$ cat src/rtl/pfmd_pkg.sv
`timescale 1ns / 1ps
// ----------------------------------------------------------------------------
// pfmd_pkg
// Shared widths, register indexes, reset values and bundles for the PIR frame
// motion detector.
// ----------------------------------------------------------------------------
package pfmd_pkg;

  localparam int FRAME_W   = 19;
  localparam int SAMPLE_W  = 16;
  localparam int THRESH_W  = 13;
  localparam int STABLE_W  = 8;
  localparam int HITS_W    = 2;
  localparam int CFG_IDX_W = 3;
  localparam int CFG_DAT_W = 16;

  localparam logic [2:0] CHECK_OK = 3'b100;
  localparam logic [STABLE_W-1:0] STABLE_MAX = '1;

  localparam logic [CFG_IDX_W-1:0] REG_MOTION_THRESHOLD = 3'd0;
  localparam logic [CFG_IDX_W-1:0] REG_MAGNITUDE_LIMIT  = 3'd1;
  localparam logic [CFG_IDX_W-1:0] REG_STEP_LIMIT       = 3'd2;
  localparam logic [CFG_IDX_W-1:0] REG_STABLE_NEEDED    = 3'd3;
  localparam logic [CFG_IDX_W-1:0] REG_HITS_NEEDED      = 3'd4;

  localparam logic [THRESH_W-1:0] RST_MOTION_THRESHOLD = 13'd40;
  localparam logic [SAMPLE_W-1:0] RST_MAGNITUDE_LIMIT  = 16'd5000;
  localparam logic [SAMPLE_W-1:0] RST_STEP_LIMIT       = 16'd200;
  localparam logic [STABLE_W-1:0] RST_STABLE_NEEDED    = 8'd20;
  localparam logic [HITS_W-1:0]   RST_HITS_NEEDED      = 2'd3;

  typedef struct packed {
    logic [THRESH_W-1:0] motion_threshold;
    logic [SAMPLE_W-1:0] magnitude_limit;
    logic [SAMPLE_W-1:0] step_limit;
    logic [STABLE_W-1:0] stable_needed;
    logic [HITS_W-1:0]   hits_needed;
  } cfg_t;

  typedef struct packed {
    logic [SAMPLE_W-1:0] sample_value;
    logic                frame_valid;
    logic                motion;
  } result_t;

endpackage

$ cat src/rtl/pfmd_cfg_regs.sv
`timescale 1ns / 1ps
// ----------------------------------------------------------------------------
// pfmd_cfg_regs
// Configuration register bank. Writes are masked to each register's width;
// indexes past the last register are dropped.
// ----------------------------------------------------------------------------
module pfmd_cfg_regs (
  input  logic                              clk,
  input  logic                              rst_n,
  input  logic                              cfg_we,
  input  logic [pfmd_pkg::CFG_IDX_W-1:0]    cfg_index,
  input  logic [pfmd_pkg::CFG_DAT_W-1:0]    cfg_wdata,
  output pfmd_pkg::cfg_t                    cfg
);
  import pfmd_pkg::*;

  cfg_t cfg_r, cfg_nxt;

  always_comb begin
    cfg_nxt = cfg_r;
    if (cfg_we) begin
      case (cfg_index)
        REG_MOTION_THRESHOLD: cfg_nxt.motion_threshold = cfg_wdata[THRESH_W-1:0];
        REG_MAGNITUDE_LIMIT:  cfg_nxt.magnitude_limit  = cfg_wdata[SAMPLE_W-1:0];
        REG_STEP_LIMIT:       cfg_nxt.step_limit       = cfg_wdata[SAMPLE_W-1:0];
        REG_STABLE_NEEDED:    cfg_nxt.stable_needed    = cfg_wdata[STABLE_W-1:0];
        REG_HITS_NEEDED:      cfg_nxt.hits_needed      = cfg_wdata[HITS_W-1:0];
        default: ;
      endcase
    end
  end

  always_ff @(posedge clk) begin
    if (!rst_n) begin
      cfg_r.motion_threshold <= RST_MOTION_THRESHOLD;
      cfg_r.magnitude_limit  <= RST_MAGNITUDE_LIMIT;
      cfg_r.step_limit       <= RST_STEP_LIMIT;
      cfg_r.stable_needed    <= RST_STABLE_NEEDED;
      cfg_r.hits_needed      <= RST_HITS_NEEDED;
    end else begin
      cfg_r <= cfg_nxt;
    end
  end

  assign cfg = cfg_r;

endmodule

$ cat src/rtl/pfmd_core.sv
`timescale 1ns / 1ps
// ----------------------------------------------------------------------------
// pfmd_core
// Frame decode and motion evaluation. Holds the tracking state, which is
// updated on the cycle a frame moves into the result register.
// ----------------------------------------------------------------------------
module pfmd_core (
  input  logic                            clk,
  input  logic                            rst_n,
  input  pfmd_pkg::cfg_t                  cfg,
  input  logic                            upd,
  input  logic [pfmd_pkg::FRAME_W-1:0]    frame,
  output pfmd_pkg::result_t               result
);
  import pfmd_pkg::*;

  logic [SAMPLE_W-1:0] prev_sample_r, prev_sample_nxt;
  logic [SAMPLE_W-1:0] prev_step_r, prev_step_nxt;
  logic [STABLE_W-1:0] stable_cnt_r, stable_cnt_nxt;
  logic [HITS_W-1:0]   hit_cnt_r, hit_cnt_nxt;

  logic [2:0]          check;
  logic                valid;
  logic [SAMPLE_W-1:0] raw_sample;
  logic [SAMPLE_W-1:0] sample;
  logic [SAMPLE_W-1:0] step;
  logic [STABLE_W-1:0] stable_inc;
  logic                hit;
  logic                motion;

  assign check      = {frame[FRAME_W-1], frame[FRAME_W-2], frame[0]};
  assign valid      = (check == CHECK_OK);
  assign raw_sample = frame[SAMPLE_W:1];

  always_comb begin
    // The most negative code negates to itself and is kept as is.
    sample = raw_sample;
    if (valid && raw_sample[SAMPLE_W-1]) begin
      sample = ~raw_sample + SAMPLE_W'(1);
    end

    if (sample > prev_sample_r) begin
      step = sample - prev_sample_r;
    end else if (sample < prev_sample_r) begin
      step = prev_sample_r - sample;
    end else begin
      step = prev_step_r;
    end

    stable_inc = (stable_cnt_r == STABLE_MAX) ? stable_cnt_r
                                              : stable_cnt_r + STABLE_W'(1);
    hit = ({3'd0, cfg.motion_threshold} < sample) && (stable_inc > cfg.stable_needed);

    prev_sample_nxt = prev_sample_r;
    prev_step_nxt   = prev_step_r;
    stable_cnt_nxt  = stable_cnt_r;
    hit_cnt_nxt     = hit_cnt_r;
    motion          = 1'b0;

    if (valid) begin
      prev_sample_nxt = sample;
      if (sample < cfg.magnitude_limit) begin
        prev_step_nxt = step;
        if (step < cfg.step_limit) begin
          stable_cnt_nxt = stable_inc;
          if (!hit) begin
            hit_cnt_nxt = '0;
          end else if (hit_cnt_r < cfg.hits_needed) begin
            hit_cnt_nxt = hit_cnt_r + HITS_W'(1);
          end else begin
            hit_cnt_nxt = '0;
            motion      = 1'b1;
          end
        end else begin
          stable_cnt_nxt = '0;
        end
      end
    end
  end

  always_ff @(posedge clk) begin
    if (!rst_n) begin
      prev_sample_r <= '0;
      prev_step_r   <= '0;
      stable_cnt_r  <= '0;
      hit_cnt_r     <= '0;
    end else if (upd) begin
      prev_sample_r <= prev_sample_nxt;
      prev_step_r   <= prev_step_nxt;
      stable_cnt_r  <= stable_cnt_nxt;
      hit_cnt_r     <= hit_cnt_nxt;
    end
  end

  assign result.sample_value = sample;
  assign result.frame_valid  = valid;
  assign result.motion       = motion;

  // Motion is only ever raised by a valid frame.
  a_motion_needs_valid: assert property (@(posedge clk) disable iff (!rst_n)
    result.motion |-> result.frame_valid)
    else $error("motion raised on a frame with a bad check code");

  // A rejected frame leaves all tracking state alone.
  a_invalid_keeps_state: assert property (@(posedge clk) disable iff (!rst_n)
    (upd && !valid) |=> ($stable(prev_sample_r) && $stable(prev_step_r) &&
                         $stable(stable_cnt_r) && $stable(hit_cnt_r)))
    else $error("tracking state changed on an invalid frame");

  // State only moves when a frame is consumed.
  a_idle_keeps_state: assert property (@(posedge clk) disable iff (!rst_n)
    !upd |=> ($stable(prev_sample_r) && $stable(stable_cnt_r) && $stable(hit_cnt_r)))
    else $error("tracking state changed without a frame");

  // Raising motion always restarts the hit counter.
  a_motion_clears_hits: assert property (@(posedge clk) disable iff (!rst_n)
    (upd && motion) |=> (hit_cnt_r == '0))
    else $error("hit counter not restarted after motion");

endmodule

$ cat src/rtl/pir_frame_motion_detector.sv
`timescale 1ns / 1ps
// ----------------------------------------------------------------------------
// pir_frame_motion_detector
// Checks and evaluates captured PIR sensor frames and flags motion.
// ----------------------------------------------------------------------------
// Each request carries one 19-bit frame and produces exactly one result through two
// register stages: the frame is captured in an input register, decoded
// and evaluated against the tracking state in one pass of compare and count
// logic, and written to the result register. A new frame is taken every cycle
// as long as results are drained; the tracking state is updated as a frame
// moves into the result register, so consecutive frames see each other's
// effect without gaps. Configuration writes are applied on the cycle after
// cfg_we and should only be issued while no frame is in flight.
module pir_frame_motion_detector (
  input  logic                              clk,
  input  logic                              rst_n,
  input  logic                              in_valid,
  output logic                              in_ready,
  input  logic [pfmd_pkg::FRAME_W-1:0]      in_raw_frame,
  output logic                              out_valid,
  input  logic                              out_ready,
  output logic [pfmd_pkg::SAMPLE_W-1:0]     out_sample_value,
  output logic                              out_frame_valid,
  output logic                              out_motion,
  input  logic                              cfg_we,
  input  logic [pfmd_pkg::CFG_IDX_W-1:0]    cfg_index,
  input  logic [pfmd_pkg::CFG_DAT_W-1:0]    cfg_wdata
);
  import pfmd_pkg::*;

  cfg_t    cfg;
  result_t result;

  logic               s1_valid_r, s1_valid_nxt;
  logic [FRAME_W-1:0] s1_frame_r;
  logic               out_valid_r, out_valid_nxt;
  result_t            out_res_r;
  logic               out_en;
  logic               upd;

  assign out_en   = !out_valid_r || out_ready;
  assign upd      = s1_valid_r && out_en;
  assign in_ready = !s1_valid_r || out_en;

  always_comb begin
    s1_valid_nxt  = s1_valid_r;
    out_valid_nxt = out_valid_r;
    if (in_ready) begin
      s1_valid_nxt = in_valid;
    end
    if (out_en) begin
      out_valid_nxt = s1_valid_r;
    end
  end

  always_ff @(posedge clk) begin
    if (!rst_n) begin
      s1_valid_r  <= 1'b0;
      out_valid_r <= 1'b0;
    end else begin
      s1_valid_r  <= s1_valid_nxt;
      out_valid_r <= out_valid_nxt;
    end
  end

  always_ff @(posedge clk) begin
    if (in_ready && in_valid) begin
      s1_frame_r <= in_raw_frame;
    end
    if (upd) begin
      out_res_r <= result;
    end
  end

  pfmd_cfg_regs u_cfg (
    .clk       (clk),
    .rst_n     (rst_n),
    .cfg_we    (cfg_we),
    .cfg_index (cfg_index),
    .cfg_wdata (cfg_wdata),
    .cfg       (cfg)
  );

  pfmd_core u_core (
    .clk    (clk),
    .rst_n  (rst_n),
    .cfg    (cfg),
    .upd    (upd),
    .frame  (s1_frame_r),
    .result (result)
  );

  assign out_valid        = out_valid_r;
  assign out_sample_value = out_res_r.sample_value;
  assign out_frame_valid  = out_res_r.frame_valid;
  assign out_motion       = out_res_r.motion;

  // A staged frame is never dropped: it stays until it moves on.
  a_stage_holds: assert property (@(posedge clk) disable iff (!rst_n)
    (s1_valid_r && !out_en) |=> (s1_valid_r && $stable(s1_frame_r)))
    else $error("staged frame lost while the result register was stalled");

  // A waiting result is not overwritten.
  a_result_holds: assert property (@(posedge clk) disable iff (!rst_n)
    (out_valid_r && !out_ready) |=> (out_valid_r && $stable(out_res_r)))
    else $error("pending result changed before it was taken");

  // A stalled output never blocks input while the staging register is empty.
  a_ready_when_empty: assert property (@(posedge clk) disable iff (!rst_n)
    !s1_valid_r |-> in_ready)
    else $error("input stalled with an empty staging register");

endmodule

$ cat config.mk
export PLATFORM = sky130hd
export DESIGN_NAME = pir_frame_motion_detector
export DESIGN_NICKNAME = d
export VERILOG_FILES = /design/src/rtl/pfmd_pkg.sv /design/src/rtl/pfmd_cfg_regs.sv /design/src/rtl/pfmd_core.sv /design/src/rtl/pir_frame_motion_detector.sv
export SDC_FILE = /design/constraint.sdc
export NUM_CORES = 1
export LEC_CHECK = 0
export BUFFER_PORTS_ARGS = -buffer_cell sky130_fd_sc_hd__clkbuf_2
export CAP_MARGIN = 20
export CORE_MARGIN = 3
export CORE_UTILIZATION = 41
export CTS_CLUSTER_SIZE = 12
export DETAILED_ROUTE_END_ITERATION = 8
export PLACE_DENSITY = 0.58
export SKIP_LAST_GASP = 1
export SYNTH_ARGS = -nofsm -noshare
export SYNTH_HDL_FRONTEND = slang
export SYNTH_SLANG_ARGS = --single-unit
$ cat constraint.sdc
create_clock -name clk -period 16.2 [get_ports clk]
set_input_delay 3.24 -clock clk [delete_from_list [all_inputs] [get_ports clk]]
set_output_delay 3.24 -clock clk [all_outputs]
set_load 0.05 [all_outputs]
**Word level (Yosys, flattened, before mapping)**

Index checks and enable logic that the tools add are counted.

- Register bits after elaboration: 136
- Input bits: 43
- Output and inout port bits: 20
- Logic and storage cells: 60

- $add $sub $neg: 5
- Magnitude comparators: 7
- Eq/ne operators: 6
- Multiplexer cells: 8
- Bitwise operators: 1
- Reductions and logical operators: 18

Operators by type and width:

| kind | number |
|---|---|
| $lt A16 B16 Y1 | 3 |
| $mux W16 | 3 |
| $sub A16 B16 Y16 | 2 |
| $add A16 B1 Y16 const B | 1 |
| $gt A16 B16 Y1 | 1 |
| $lt A13 B16 Y1 | 1 |
| $mux W8 | 2 |
| $not A16 Y16 | 1 |
| $reduce_and A2 Y1 | 6 |
| $add A8 B1 Y8 const B | 1 |
| $eq A8 B8 Y1 const B | 1 |
| $gt A8 B8 Y1 | 1 |
| $reduce_and A4 Y1 | 2 |
| $eq A3 B2 Y1 const B | 2 |
| $eq A3 B3 Y1 const B | 2 |
| $logic_and A1 B1 Y1 | 4 |
| $mux W2 | 2 |
| $eq A3 B1 Y1 const B | 1 |
| $logic_not A3 Y1 | 1 |
| $reduce_and A3 Y1 | 1 |
| $add A2 B1 Y2 const B | 1 |
| $logic_not A1 Y1 | 2 |
| $logic_or A1 B1 Y1 | 2 |
| $lt A2 B2 Y1 | 1 |
| $mux W1 | 1 |

**Longest topological paths before layout**

Gate-level depths: netlist (run 1).

- Depth in word-level cells: 8
- Depth in mapped cells: 26
- Gate-level depth less buffers: 23

**Modules after synthesis**

From an unflattened synthesis (run 1), not the netlist that was laid out.

- Cell total of the unflattened synthesis: 975
- Area, all modules: 8,678.3 sq um

By module, submodules not included:

| module | times used | cells each | area an instance (sq um) | seq. area each (sq um) |
|---|---|---|---|---|
| pfmd_core | 1 | 715 | 5,305.1 | 840.8 |
| pfmd_cfg_regs | 1 | 214 | 2,158.3 | 1,101.1 |
| pir_frame_motion_detector | 1 | 46 | 1,214.9 | 1,151.1 |

**Least setup slack after synthesis (run 1)**

Ideal clock, no wire load.

- Kind: input-to-output
- From: in out_ready
- To: out in_ready
- Arrival time: 3.718 ns
- Data required time: 12.960 ns
- Slack: 9.242 ns
- Cell stages on the path: 2
- Buffers on the path: 0
- Cell sequence: nor2b_1 nand2_1

- Longest elaborated chain between the ends: 2

RTL lines:

| what | line | RTL |
|---|---|---|
| from (decl) | pir_frame_motion_detector.sv:21 | `input logic out_ready,` |
| $logic_or A1 B1 Y1 | pir_frame_motion_detector.sv:41 | `assign out_en = !out_valid_r \|\| out_ready;` |
| $logic_or A1 B1 Y1 | pir_frame_motion_detector.sv:43 | `assign in_ready = !s1_valid_r \|\| out_en;` |
| to (decl) | pir_frame_motion_detector.sv:18 | `output logic in_ready,` |

No other way between the ends.

**Worst setup path after layout (run 1)**

Same ends and word-level chain as after synthesis.

==> results of run 1 <==
report_power, final:
group | internal, W | switching [W] | leakage [nW]
combinational | 0.0000560 | 0.000106 | 2.33
sequential | 0.000360 | 0.00000610 | 1.16
clock | 0.000229 | 0.000155 | 0.286
total | 0.000645 | 0.000268 | 3.77
final cells by class:
type                    count  area [um2]
fillers                  1867        9810
multi-input cells         698        4560
flip-flops and latches    136        3090
clock buffers              22         485
repair buffers             73         397
well taps                 260         325
inverters                  83         312
clock inverters            10        91.3
registers in the layout, indices dropped and copies added, names as in the netlist:
register              count
u_core.hit_cnt_r          2
out_motion                1
s1_frame_r               19
out_valid                 1
u_core.prev_step_r       16
u_core.stable_cnt_r       8
out_frame_valid           1
out_sample_value         16
u_core.prev_sample_r     16
s1_valid_r                1
u_cfg.cfg                55
worst max-delay path by stage:
stage / start / to
after floorplan: out_ready / in_ready
after global placement: out_ready / in_ready
after detailed placement: out_ready / in_ready
after CTS: out_ready / in_ready
after global routing: s1_frame_r[17] / out_motion
final: out_ready / in_ready
metal layers:
layer  global-route usage (%)  vias to the layer above  share of wire, %  wire length (um)
li1                         -                     3534                 -                 -
met4                     6.62                        0               2.2               498
met1                     30.9                     3315                48             11000
met2                     33.6                      206                45             10300
met5                        0                        -                 0                 0
met3                     3.73                       30               5.4              1240
per-stage QoR:
| step | std cells | hold slack [ps] | setup WS (ps) | utilization, % |
|---|---|---|---|---|
| finish | 1282 | 454 | 9090 | 48.6 |
| global route | 1282 | 467 | 8860 | 48.6 |
| CTS | 1281 | 455 | 9080 | 48.5 |
| detailed placement | 1249 | 448 | 9080 | 45.5 |
| global placement | 1249 | 444 | 9080 | 45.5 |
| floorplan | 958 | 436 | 9240 | - |
kinds of logic (layout without fill, tap and decap cells):
kind of cell	after synthesis	in the layout
AND/OR/NAND/NOR	303	303
AO/OA/AOI/OAI	281	281
flip-flops	136	136
buffers and inverters	124	188
adder cells (fa/ha/maj)	86	86
XOR/XNOR	18	18
multiplexers	10	10
worst max-delay path, stage by stage:
cell,delay (ps)
clkbuf_2,90
nor2b_1,200
nand2_1,100
clkbuf_2,240
layout by cell type (no fill, tap or decap), types with 6 or more instances in the layout:
cell type    n
nor3_1      10
a221o_1      7
a211oi_1    28
o21a_1       6
clkbuf_16   18
ha_1        84
a21oi_1     92
a31oi_1     19
o31ai_1      7
and2_1       9
nand3_1     26
mux2i_1      8
o211ai_1    13
nor2b_1      7
nand4_1     10
edfxtp_1    37
dfxtp_1     99
and3_1      11
buf_4       10
xnor2_1     13
inv_1       82
nor2_1      47
clkbuf_2    62
o21ai_0     41
a21o_1      26
nand2_1    154
==> flow_summary.toml, run 1 <==
[status]
run_status = "finished clean"

[floorplanning]
row_count = 50
core_area_um2 = 19100
die_y_um = 147
die_area_um2 = 21600
ios = 63
start_util_pct = 42.7
die_x_um = 147

[routing]
routedWlPerCell_um = 18.0
drc = 0
vias = 7085
drt_iter0_markers = 550
firstDrtPassIters = 7
vias_per_cell = 5.53
ant_nets = 0
routed_wl_um = 23100

[yosys]
synth_xor_area_share_pct = 1.94
syn_inst = 958
synth_compound_area_share_pct = 22.4
synth_commonest_cells = "nand2_1 (154), dfxtp_1 (99), a21oi_1 (92), ha_1 (84), inv_1 (82)"
synth.most_common_cell = "nand2_1"
avgSynthCellArea_um2 = 8.50
synth_area_leaders = "dfxtp_1 (24%), edfxtp_1 (14%), ha_1 (13%), nand2_1 (7.1%), a21oi_1 (5.7%)"
synthMuxAreaShare_pct = 1.26
synth-edff-count = 37
yosysWarningCount = 0
synth_adder_area_share_pct = 13.4
async_flop_share_pct = 0
yosys.area.top_type = "dfxtp_1"
ys_ff_latch = 136
synthSimpleGateAreaFrac_pct = 17.1
ys_seq_area_share_pct = 38.0
synth_top_area_share_pct = 24.3
synth_top_family_by_area = "compound AO/OA/AOI/OAI gates"
synthFlopType = "dfxtp_1"
netlist_area_um2 = 8150
synth_cell_types = 63
synth_fp_nets = 1087

[power]
p_leak_nw = 3.77
ir_drop_uv = 74.4
p_total_w = 0.000912
powerDensity_nw_per_um2 = 98.5

[grt]
grt_max_degree = 72
antenna_found_initial = 0
grt_pass1_vias = 6719
track_usage_pct = 21.6
overflow = 0
grt_pass1_wl_um = 36800

[clocking]
numClockSinks = 136
cts_tree = "yes"
clockBufferDepth = 2
post_cts_resized = 0
cts_made_buffers = 17
cts_root_buffer = "clkbuf_16"
clk_pin_slew_ps = 60
cts.htree.levels = 4
hold_buffers = 0
clk_latency_ps = 430
post-cts-setup-buffers = 0

[setup_path]
rrSetupSlack_ps = 9420
worstPathArrival_ps = 3870
ff2ff_path_depth = 20
cp_max_fo = 3
crit_path_end_kind = "output port"
worstSetupPathType = "in -> out"
start_kind = "input pin"
worstPathRequired_ps = 12960
worstReg2RegEnd = "out_motion"
regToRegStartpoint = "s1_frame_r[17]"

[job]
max-cap-violations = 0

[hold_path]
hp-class = "reg -> reg"
holdCritStartpoint = "u_cfg.cfg[39]"
hold_depth = 2
holdPathEnd = "u_cfg.cfg[39]"

[timing]
fmax_ghz = 0.141
final_max_slew_viol_count = 0
skew_ps = 9.36
fin_tns_setup_ps = 0
maxSlewHeadroom_pct = 28.6
rsz0062_at_grt = "no"
hold_violations = 0
setup_viol_count_final = 0
timing.final.crit_share_pct = 43.9
worst_pin_slew_ps = 1070
min_period_ps = 7110

[cells_and_area]
diodes = 0
drive_gt1_share_pct = 11.3
finalNetCount = 1138
area_growth_pct = 13.8
fin_area_um2 = 9270

[place]
io_buffers = 62
postPlaceCellArea_um2 = 8680
dp_hpwl_um = 17200
gp_congestion = 0.917
Note: power is estimated with default switching activity, not from simulation.
==> inputs of run 2 (changes only) <==
Settings changed: PLACE_DENSITY 0.58 to 0.6.
Clock period 16.2 ns to 5.9 ns, I/O delays scaled along.
==> flow_summary.toml, run 2 (synthesis gave the netlist of run 1 again) <==
[timing]
fmax_ghz = 0.179
hold_violations = 0
min_period_ps = 5580
setup_viol_count_final = 0
timing.final.crit_share_pct = 94.6
skew_ps = 9.34
maxSlewHeadroom_pct = 27.3
timing.final.ws_setup_ps = 320
final_max_slew_viol_count = 0
worst_pin_slew_ps = 1090
rsz0062_at_grt = "no"
worst_hold_slack_ps = 455

[floorplanning]
die_area_um2 = 21600
die_y_um = 147
ios = 63
start_util_pct = 42.7
die_x_um = 147
row_count = 50
core_area_um2 = 19100

[routing]
routedWlPerCell_um = 18.3
drt_iter0_markers = 567
vias_per_cell = 5.49
drc = 0
vias = 7196
routed_wl_um = 24000
firstDrtPassIters = 5
ant_nets = 0

[setup_path]
rrSetupSlack_ps = 320
start_kind = "flop"
worstSetupPathType = "reg -> reg"
ff2ff_path_depth = 22
crit_path_end_kind = "flop"
worstPathArrival_ps = 5750
regToRegStartpoint = "s1_frame_r[1]"
cp_max_fo = 11
critPathLaunch = "s1_frame_r[1]"
crit_end = "out_motion"
worstReg2RegEnd = "out_motion"
worstPathRequired_ps = 6070

[hold_path]
holdCritStartpoint = "u_cfg.cfg[40]"
hp-class = "reg -> reg"

[grt]
grt_pass1_wl_um = 37100
grt_max_degree = 58
overflow = 0
grt_pass1_vias = 6667
track_usage_pct = 22.0
antenna_found_initial = 0

[job]
max-cap-violations = 0

[clocking]
numClockSinks = 136
cts.htree.levels = 4
cts_root_buffer = "clkbuf_16"
clockBufferDepth = 2
clk_latency_ps = 420
clk_pin_slew_ps = 60
cts_made_buffers = 17
hold_buffers = 0
cts_tree = "yes"

[power]
powerDensity_nw_per_um2 = 259
ir_drop_uv = 225
sequentialPowerShare_pct = 40.9
swShare_pct = 30.5
power_frac_comb_pct = 19.7
p_leak_nw = 3.91
p_int_w = 0.00171
switchingPower_w = 0.000751
power.share.clock_pct = 39.4

[cells_and_area]
diodes = 0
area_growth_pct = 16.6
finalNetCount = 1167
layout_common_cells = "nand2_1 (153), dfxtp_1 (99), a21oi_1 (91), ha_1 (84), inv_1 (82)"
multi_input_area_um2 = 4610
largest_register_ffs = 55
fillers = 1832
layout_commonest_cell = "nand2_1"
register_area_um2 = 3090
drive_gt1_share_pct = 14.9
layout.cells.non_filler = 1311

[place]
dp_worst_setup_slack_ps = -51.4
dp_hpwl_um = 18300
io_buffers = 62
place_inst = 1275
gp_congestion = 0.935

[status]
run_status = "finished clean"
run 2: changes by cell type in the layout (fill, tap and decap cells not counted), moves of 2 or more:
cell | previous run | this run
buf_4 | 10 | 38
inv_6 | 0 | 4
clkbuf_1 | 2 | 0
clkbuf_8 | 2 | 0
clkinv_2 | 3 | 5
nor4_1 | 3 | 1
nor4_2 | 0 | 2
o21ai_0 | 41 | 39
run 2: layout make-up:
cell class,instances,share of cell area (%)
clock buffers,18,4.53
repair buffers,102,6.64
well taps,260,3.43
clock inverters,14,1.01
inverters,83,3.28
flip-flops and latches,136,32.6
multi-input cells,698,48.5
run 2: power by group through the flow:
stage               Combinational, W  Clock (W)  Sequential, W
floorplan                   0.000286          0        0.00104
global placement            0.000458          0        0.00103
detailed placement          0.000460          0        0.00103
CTS                         0.000469   0.000990        0.00101
global route                0.000532    0.00103        0.00101
finish                      0.000484   0.000972        0.00101
run 2: stage by stage:
step	total power (W)	TNS (ps)	utilization (%)	area, um2
2_1_floorplan	0.00133	0	-	8150
3_3_place_gp	0.00149	-118	46.5	8870
3_5_place_dp	0.00149	-254	46.6	8880
4_1_cts	0.00247	0	49.4	9420
5_1_grt	0.00257	0	49.8	9500
6_report	0.00246	0	49.8	9500
run 2: per-layer routing:
layer | share of wire, % | track usage, % | vias to the layer above | routed length [um]
met5 | 0 | 0 | - | 0
met4 | 1.7 | 4.99 | 0 | 409
met3 | 5.7 | 4.47 | 22 | 1360
met2 | 45 | 34.5 | 230 | 10800
met1 | 48 | 31.6 | 3355 | 11500
li1 | - | - | 3589 | -
run 2: how the worst min path moves through the flow:
stage	to	slack, ps	cells after the start
after floorplan	u_cfg.cfg[11]	440	2
after global placement	u_cfg.cfg[27]	440	2
after detailed placement	u_cfg.cfg[40]	450	2
after CTS	u_cfg.cfg[40]	460	2
after global routing	u_cfg.cfg[15]	480	2
final	u_cfg.cfg[40]	450	2
run 2: worst max-delay path, cell delays in order, from the launching register on:
cell	delay (ps)
edfxtp_1	460
inv_1	140
ha_1	210
and3b_2	260
nand4b_1	130
o31ai_1	250
xor2_1	340
inv_1	140
ha_1	330
nand4_2	170
or4_4	630
a41oi_4	370
buf_4	270
and2_1	140
a211oi_1	50
nand2_1	100
ha_1	160
and4_1	220
nand4_1	220
nor3_2	330
a21oi_2	100
buf_4	150
and4_1	160
run 2: timing repair:
action | CTS | global route
resized for setup | 0 | 14
pin swaps | 0 | 1
hold endpoints to repair | 0 | 0
cloned | 0 | 0
setup buffers | 2 | 1
setup endpoints to repair | 11 | 11
==> inputs of run 3 (changes only) <==
==> constraint.sdc (replaced) <==
create_clock -name clk -period 5.9 [get_ports clk]
set_input_delay 0.295 -clock clk [delete_from_list [all_inputs] [get_ports clk]]
set_output_delay 0.295 -clock clk [all_outputs]
set_load 0.05 [all_outputs]
==> flow_summary.toml, run 3 (synthesis gave the netlist of run 1 again) <==
[job]
max-cap-violations = 0

[timing]
worst_hold_slack_ps = 48.3
final_max_slew_viol_count = 0
timing.final.crit_share_pct = 95.1
maxSlewHeadroom_pct = 28.2
min_period_ps = 5610
fmax_ghz = 0.178
worst_pin_slew_ps = 1080
setup_viol_count_final = 0
hold_violations = 0
skew_ps = 10.5

[routing]
vias = 7236
routedWlPerCell_um = 18.3
vias_per_cell = 5.52
drt_iter0_markers = 509
drc = 0
routed_wl_um = 24000
firstDrtPassIters = 5
ant_nets = 0

[cells_and_area]
layout_common_cells = "nand2_1 (153), dfxtp_1 (99), a21oi_1 (91), ha_1 (84), inv_1 (82)"
diodes = 0
area_growth_pct = 18.1
largest_register_ffs = 55
fin_area_um2 = 9620
register_area_um2 = 3090
fillers = 1809
layout_commonest_cell = "nand2_1"
drive_gt1_share_pct = 14.7
multi_input_area_um2 = 4640
finalNetCount = 1167

[setup_path]
cp_max_fo = 11
start_kind = "flop"
worstSetupPathType = "reg -> reg"
worstPathRequired_ps = 6080
worstPathArrival_ps = 5790
crit_path_end_kind = "flop"

[grt]
grt_pass1_vias = 6603
grt_max_degree = 72
track_usage_pct = 22.0
antenna_found_initial = 0
grt_pass1_wl_um = 37200
overflow = 0

[clocking]
cts.htree.levels = 4
clockBufferDepth = 2
clk_pin_slew_ps = 60
cts_made_buffers = 17
cts_tree = "yes"
cts_root_buffer = "clkbuf_16"
hold_buffers = 0
numClockSinks = 136
clk_latency_ps = 420

[hold_path]
hp-class = "in -> reg"

[floorplanning]
core_area_um2 = 19100
row_count = 50
ios = 63
die_x_um = 147
start_util_pct = 42.7
die_y_um = 147
die_area_um2 = 21600

[place]
io_buffers = 62
dp_hpwl_um = 18100
gp_congestion = 0.924
postPlaceCellArea_um2 = 8880

[status]
run_status = "finished clean"

[power]
p_leak_nw = 3.97
powerDensity_nw_per_um2 = 274
ir_drop_uv = 220
## run 3: cell count changes in the layout (fill, tap and decap cells not counted), moves of 2 or more
cell,previous run,this run
clkinv_2,5,1
bufinv_16,0,3
clkbuf_1,0,3
clkbuf_8,0,2
inv_4,3,1
inv_6,4,2
nor3_1,9,7
## run 3: report_power, final
group	internal (W)	total, W	switching [W]	leakage, nW
Sequential	0.000990	0.00101	0.0000183	1.16
Clock	0.000717	0.00113	0.000418	0.304
Combinational	0.000185	0.000493	0.000307	2.51
## run 3: repair_timing
item | 4_1_cts | 5_1_grt
pin swaps | 0 | 1
gates resized for setup | 1 | 16
buffers inserted | 0 | 4
endpoints found under the setup margin | 2 | 11
## run 3: critical path, stage by stage (launching register included)
cell and delay, ps:
edfxtp_1 430, inv_1 120, ha_1 200, and3b_1 260
nand4b_1 150, o31ai_1 280, xor2_1 330, inv_1 140
ha_1 330, nand4_2 190, or4_4 640, a41oi_4 350
buf_4 260, and2_1 150, a211oi_1 50, nand2_1 110
ha_1 160, and4_1 240, nand4_1 250, nor3_4 330
a21oi_4 90, buf_12 150, and4_1 160
## run 3: path summary, 6_finish.rpt
check | slack [ps] | from | endpoint | cells past startpoint
hold reg to reg | 450 | u_cfg.cfg[20] | u_cfg.cfg[20] | 2
hold / removal | 50 | in_raw_frame[13] | s1_frame_r[13] | 1
setup / recovery | 290 | s1_frame_r[2] | out_motion | 22
setup reg to reg | 290 | s1_frame_r[2] | out_motion | 22
## run 3: metrics by stage
step	utilization [%]	setup WS, ps	setup TNS [ps]	total power [W]	instances
final	50.4	288	0	0.00264	1311
after global routing	50.4	-19.1	-19.1	0.00274	1311
after CTS	49.9	65.8	0	0.00262	1307
after detailed placement	46.6	4.89	0	0.00149	1275
after global placement	46.5	-32.4	-51.9	0.00149	1274
after floorplan	-	506	0	0.00133	958
## run 3: layer usage
layer | global-route usage, % | wire length (um) | up-vias
met5 | 0 | 0 | -
met4 | 5.03 | 414 | 0
met3 | 3.70 | 1310 | 28
met2 | 34.1 | 10700 | 226
met1 | 32.2 | 11500 | 3398
li1 | - | - | 3584
## run 3: area by class of cell
cell class                 instances  share of cell area (%)
clock buffer                      23                    5.08
clock inverter                     9                    1.40
inverter                          83                    3.24
multi-input combinational        698                    48.2
sequential                       136                    32.1
tap                              260                    3.38
timing repair buffer             102                    6.55
